**config.mk**
```make
export PLATFORM = sky130hd
export DESIGN_NAME = coa_queue
export DESIGN_NICKNAME = d
export VERILOG_FILES = /design/src/coa_pkg.sv /design/src/coa_queue.sv
export SDC_FILE = /design/constraint.sdc
export NUM_CORES = 1
export LEC_CHECK = 0
export BUFFER_PORTS_ARGS = -buffer_cell sky130_fd_sc_hd__buf_2
export CORE_ASPECT_RATIO = 1.75
export CORE_UTILIZATION = 61
export DETAILED_ROUTE_END_ITERATION = 10
export PLACE_DENSITY = 0.84
export SYNTH_ARGS = -nofsm -noshare
export SYNTH_HDL_FRONTEND = slang
export SYNTH_SLANG_ARGS = --single-unit
```
**constraint.sdc**
```tcl
create_clock -name clk -period 13.38 [get_ports clk]
set_clock_uncertainty 0.05 [all_clocks]
set_input_delay 1.338 -clock clk [delete_from_list [all_inputs] [get_ports clk]]
set_output_delay 1.338 -clock clk [all_outputs]
set_load 0.03 [all_outputs]
```
**src/coa_pkg.sv**
```systemverilog
// Shared types and constants for the circle overlap area block.
// Depends on nothing; every other file in src imports it.
`default_nettype none

package coa_pkg;

	localparam int DIV_STEPS    = 30;
	localparam int SQRT_STEPS   = 31;
	localparam int CORDIC_STEPS = 30;
	// pipeline depth of one segment lane, from its input register to its term register
	localparam int LANE_LAT     = DIV_STEPS + SQRT_STEPS + CORDIC_STEPS + 10;
	localparam int QUEUE_DEPTH  = 4;

	localparam logic [31:0] PI_Q30   = 32'd3373259426;
	localparam logic [30:0] ONE_Q30  = 31'h4000_0000;
	localparam logic [39:0] AREA_MAX = 40'hFF_FFFF_FFFF;

	localparam logic [29:0] ATAN_Q30 [CORDIC_STEPS] = '{
		30'd843314856, 30'd497837829, 30'd263043836, 30'd133525158, 30'd67021686,
		30'd33543515, 30'd16775850, 30'd8388437, 30'd4194282, 30'd2097149,
		30'd1048575, 30'd524287, 30'd262143, 30'd131071, 30'd65535,
		30'd32767, 30'd16383, 30'd8191, 30'd4095, 30'd2047,
		30'd1023, 30'd511, 30'd255, 30'd127, 30'd63,
		30'd31, 30'd15, 30'd7, 30'd3, 30'd1
	};

	typedef enum logic [1:0] {
		KIND_NONE    = 2'd0,
		KIND_CONTAIN = 2'd1,
		KIND_LENS    = 2'd2
	} kind_t;

	typedef struct packed {
		logic [23:0] distance;
		logic [47:0] distance_sq;
		logic [23:0] radius_a;
		logic [23:0] radius_b;
		logic        pair_last;
	} pair_t;

	typedef struct packed {
		logic [39:0] overlap_area;
		kind_t       overlap_kind;
		logic        last_out;
	} result_t;

	// classified pair, as held in the queue between front and back
	typedef struct packed {
		kind_t       kind;
		logic        a_is_min;
		logic [47:0] ra2;
		logic [47:0] rb2;
		logic [47:0] da;
		logic [47:0] db;
		logic [47:0] d2;
		logic        last;
	} class_t;

	typedef struct packed {
		logic        neg;
		logic [47:0] r2;
		logic        force_pi;
	} lane_side_t;

	typedef struct packed {
		kind_t kind;
		logic  last;
	} back_tag_t;

endpackage

`default_nettype wire

```
**src/coa_queue.sv**
```systemverilog
// Short FIFO between front and back so that each side stalls on its own.
// Depends on coa_pkg.
`default_nettype none

module coa_queue import coa_pkg::*; (
	input  logic   clk,
	input  logic   arst_n,
	input  logic   push_valid,
	input  class_t push_item,
	output logic   push_ready,
	output logic   pop_valid,
	input  logic   pop_ready,
	output class_t pop_item
);

	localparam int PTR_W = $clog2(QUEUE_DEPTH);

	class_t             mem [QUEUE_DEPTH];
	logic [PTR_W-1:0]   wr_ptr_q;
	logic [PTR_W-1:0]   rd_ptr_q;
	logic [PTR_W:0]     count_q;
	logic               push;
	logic               pop;

	assign push_ready = count_q != (PTR_W+1)'(QUEUE_DEPTH);
	assign pop_valid  = count_q != '0;
	assign push       = push_valid && push_ready;
	assign pop        = pop_valid && pop_ready;
	assign pop_item   = mem[rd_ptr_q];

	always_ff @(posedge clk or negedge arst_n) begin
		if (!arst_n) begin
			wr_ptr_q <= '0;
			rd_ptr_q <= '0;
			count_q  <= '0;
		end else begin
			if (push) begin
				wr_ptr_q <= wr_ptr_q + 1'b1;
			end
			if (pop) begin
				rd_ptr_q <= rd_ptr_q + 1'b1;
			end
			if (push && !pop) begin
				count_q <= count_q + 1'b1;
			end else if (pop && !push) begin
				count_q <= count_q - 1'b1;
			end
		end
	end

	always_ff @(posedge clk) begin
		if (push) begin
			mem[wr_ptr_q] <= push_item;
		end
	end

endmodule

`default_nettype wire

```
# Word-level counts from Yosys, hierarchy flattened
# Memories as Yosys holds them, arrays and structs flattened.
# Index checks and enable logic that the tools add are counted.
# totals
ram_bits	976
memories	1
input_bits	248
output_inout_bits	246
reg_bits	7
word_cells	21
# op_classes
muxes	4
addsub	4
eq_ne	1
n_reduce_logical	8
# mem_list
name	words	word_bits	rd	rd_ports_with_merged_regs	wr	line	rtl
mem	4	244	1	0	1	coa_queue.sv:18	class_t mem [QUEUE_DEPTH];
# ops
cell	count
$mux W3	2
$add A2 B1 Y2 const B	2
$logic_and A1 B1 Y1	4
$add A3 B1 Y3 const B	1
$ne A3 B3 Y1 const B	1
$reduce_bool A3 Y1	1
$sub A3 B1 Y3 const B	1
$logic_not A1 Y1	2
$mux W1	2
$reduce_bool A2 Y1	1

# Logic depth before layout (Yosys ltp)
# depth
ltp_word	6
ltp_mapped	8
ltp_nobuf	8

# Worst setup path before layout
# OpenSTA, ideal clock, no wires.
# synth_path
path_type	in2reg
start	in push_valid
end	mem mem[0][0] in the netlist's numbering, enable pin
path_buffers	0
setup_ps	636
setup_slack_ps	5507
t_arrival_ps	7187
stages	2
required_ps	12694
cell_sequence	a21boi_2 > and2_1
# synth_via
elab_chain_cells	3
# synth_lines
element	line	rtl
start: declaration	coa_queue.sv:8	input logic push_valid,
$logic_and A1 B1 Y1	coa_queue.sv:27	assign push = push_valid && push_ready;
$mux W1	coa_queue.sv:52	if (push) begin
$mux W1 (implied by the code)	coa_queue.sv:53	mem[wr_ptr_q] <= push_item;
end: declaration	coa_queue.sv:18	
# No other way between the ends.

==> out/qor.csv <==
metric;value;unit
Core Footprint;58100;um^2
die outline area;59800;um^2
Critical Path Sink Type;output port;
Pre-antenna DRT Iters;5;
post-synthesis sequential area ratio;0.822;
Post-Syn Area per Cell;27.4;um^2
clock buffer count from CTS;81;
TritonCTS clock tree;done;
Hold/Removal Path Class;input pin to asynchronous set/reset pin;
worst-case reg-to-reg path depth;5;
post-CTS sizing;0;
Filler cells;3209;
Placer Congestion;0.805;
number of setup violations in the final report;0;
HPWL reported at the end of detailed placement;45100;um
aggregate global routing overflow;0;
growth of design area from synthesis to finish;15.8;%
transition at the pin with the smallest max-transition slack;1090;ps
biggest area consumer among synthesized cells;sky130_fd_sc_hd__edfxtp_1;
worst-case clock buffer depth;3;
clock sink count;983;
number of nets with antenna violations after detailed routing;0;
maximum frequency from static timing analysis;0.174;GHz
initial standard-cell utilization of the core;0.617;
commonest non-fill, non-tap cell in the layout;sky130_fd_sc_hd__edfxtp_1;
Final Slew Violations;0;
total number of vias;16557;
share of Yosys cell area claimed by the top area cell type;0.817;
die width;185;um
largest cells by area after synthesis;sky130_fd_sc_hd__edfxtp_1 (82%), sky130_fd_sc_hd__mux4_2 (15%), sky130_fd_sc_hd__buf_12 (1.2%);
commonest cells after routing, fill and taps aside;sky130_fd_sc_hd__edfxtp_1 (976), sky130_fd_sc_hd__buf_2 (493), sky130_fd_sc_hd__mux4_2 (244);
Worst slew margin;0.272;
setup repair after global routing missed its margin;false;
power density cells;244;nW/um^2
Avg WL per Cell;29.0;um
Row Count;117;
fraction of final layout cells sized beyond drive strength 1;0.459;
cts-stage hold buffer count;0;
number of global-route vias before repair;17596;
max-cap violations;0;
total of flip-flops plus latches after synthesis;983;
Gate power share;0.341;
data arrival time of the critical path;4350;ps
number of instances in the placed design;2538;
total wire length;78700;um
Fin. Hold Viols;0;
cell internal power dissipation;6.58;mW
clock network power share;0.233;
share of total power consumed by net switching;0.352;
routed vias/inst;6.11;
Clock Latency Late Sink;630;ps
DRT iter0 DRCs;1364;
I/O Buffers;493;
Cells after Synth;1310;
leakage power;14.0;nW
Layout Cells excl Fill;2709;
CP Data Required Time;11990;ps
Setup Buffers After CTS;0;
CTS H-tree lvls;3;
WS Path Type;register to output port;
warnings from Yosys;0;
Sum Neg Setup Slack;0;ps
post-route fraction of the period consumed by the critical path;0.429;
sequential share of power;0.426;
maximum number of pins on one net before global-route repair;138;
DRC;0;
minimum clock period after layout;5740;ps
clock-pin slew of the registers on the worst-case setup and hold paths;60;ps
Syn Std Cell Area;35900;um^2
switching power;3.57;mW
kind of launch point of the worst setup path;register;
global-route wire length before repair;112000;um
cell chosen for the clock root;sky130_fd_sc_hd__clkbuf_16;
largest driver fanout on the critical path;103;
vertical die dimension;323;um
all-layer global routing usage;0.264;
outcome;complete, no violations;
Peak supply drop;0.000214;V
count of pins on the block boundary;494;
antenna violations before repair;31;
distinct cell type count of the synthesized netlist;20;
synthesized net count;1564;
Layout Nets;2102;
-- cell families (layout without fill, tap and decap cells) --
kind of cell,count (synthesis),in the layout,synth area share
DFF,983,983,0.822
muxes,246,246,0.154
buffers and inverters,58,661,0.0182
and+or+nand+nor,10,10,0.00143
adders and majority gates,6,6,0.00230
xor gates and xnor gates,6,6,0.00147
AOI/OAI and AO/OA,1,1,0.000314
other,0,23,0
-- cell usage after synthesis, drive strengths merged --
| cell | number |
|---|---|
| mux4 | 244 |
| ha | 5 |
| buf | 51 |
| xnor2 | 4 |
| nand3 | 1 |
| nand2 | 2 |
| edfxtp | 976 |
| or3 | 1 |
| a21boi | 1 |
| mux2 | 2 |
| fa | 1 |
| inv | 3 |
| clkbuf | 4 |
| and2 | 4 |
| xor2 | 2 |
| nor2 | 2 |
| dfrtp | 7 |
-- stage by stage --
stage                     setup WS, ps  power, mW  instance area [um^2]  hold slack [ps]   util
after floorplan                   5510       7.06                 35900              443      -
after global placement            8230       7.72                 38800              464  0.668
after detailed placement          8220       7.81                 38800              496  0.668
after CTS                         7500       10.2                 41500              458  0.713
after global routing              7210       10.5                 41500              483  0.714
final                             7640       10.1                 41500              496  0.714
-- worst paths after layout --
kind | start | end | slack [ps]
min in group clk | count_q[2]$_DFFE_PN0P_ | count_q[2]$_DFFE_PN0P_ | 500
worst max-delay path | rd_ptr_q[0]$_DFFE_PN0P_ | pop_item[199] | 7640
worst min-delay path | arst_n | count_q[0]$_DFFE_PN0P_ | 500
worst max register to register | count_q[0]$_DFFE_PN0P_ | mem[2][205]$_DFFE_PP_ | 9340
worst min register to register | count_q[2]$_DFFE_PN0P_ | count_q[2]$_DFFE_PN0P_ | 500
max in group asynchronous | arst_n | rd_ptr_q[0]$_DFFE_PN0P_ | 12580
-- flip-flops by register name (all words and copies together) (netlist names) --
name	cells
count_q	3
rd_ptr_q	2
mem	976
wr_ptr_q	2
-- critical path, stage by stage (launching register included) --
cell	delay (ps)
sky130_fd_sc_hd__dfrtp_4	970
sky130_fd_sc_hd__buf_12	630
sky130_fd_sc_hd__buf_4	940
sky130_fd_sc_hd__mux4_2	650
sky130_fd_sc_hd__buf_2	210
-- power by group through the flow --
stage | Combinational [mW] | Clock (mW) | Sequential [mW]
after floorplan | 2.69 | 0 | 4.37
after global placement | 3.41 | 0 | 4.30
after detailed placement | 3.45 | 0 | 4.36
after CTS | 3.49 | 2.40 | 4.33
after global routing | 3.62 | 2.50 | 4.36
final | 3.46 | 2.37 | 4.32
-- area by class of cell --
cell class | count | area [um^2] | area share
diodes | 23 | 57.6 | 0.00139
clock buffers | 98 | 2130 | 0.0514
clock inverters | 50 | 518 | 0.0125
inverters | 3 | 11.3 | 0.000271
multi-input cells | 269 | 5730 | 0.138
flip-flops and latches | 983 | 29500 | 0.710
well taps | 773 | 967 | 0.0233
repair buffers | 510 | 2620 | 0.0631
-- layer usage --
metal | wire (um) | up-vias | track usage
li1 | - | 6801 | -
met1 | 25700 | 8655 | 0.298
met2 | 41800 | 877 | 0.455
met3 | 7000 | 208 | 0.0723
met4 | 4060 | 16 | 0.140
met5 | 94 | - | 0
No activity file was read; power rests on OpenSTA's default activity.
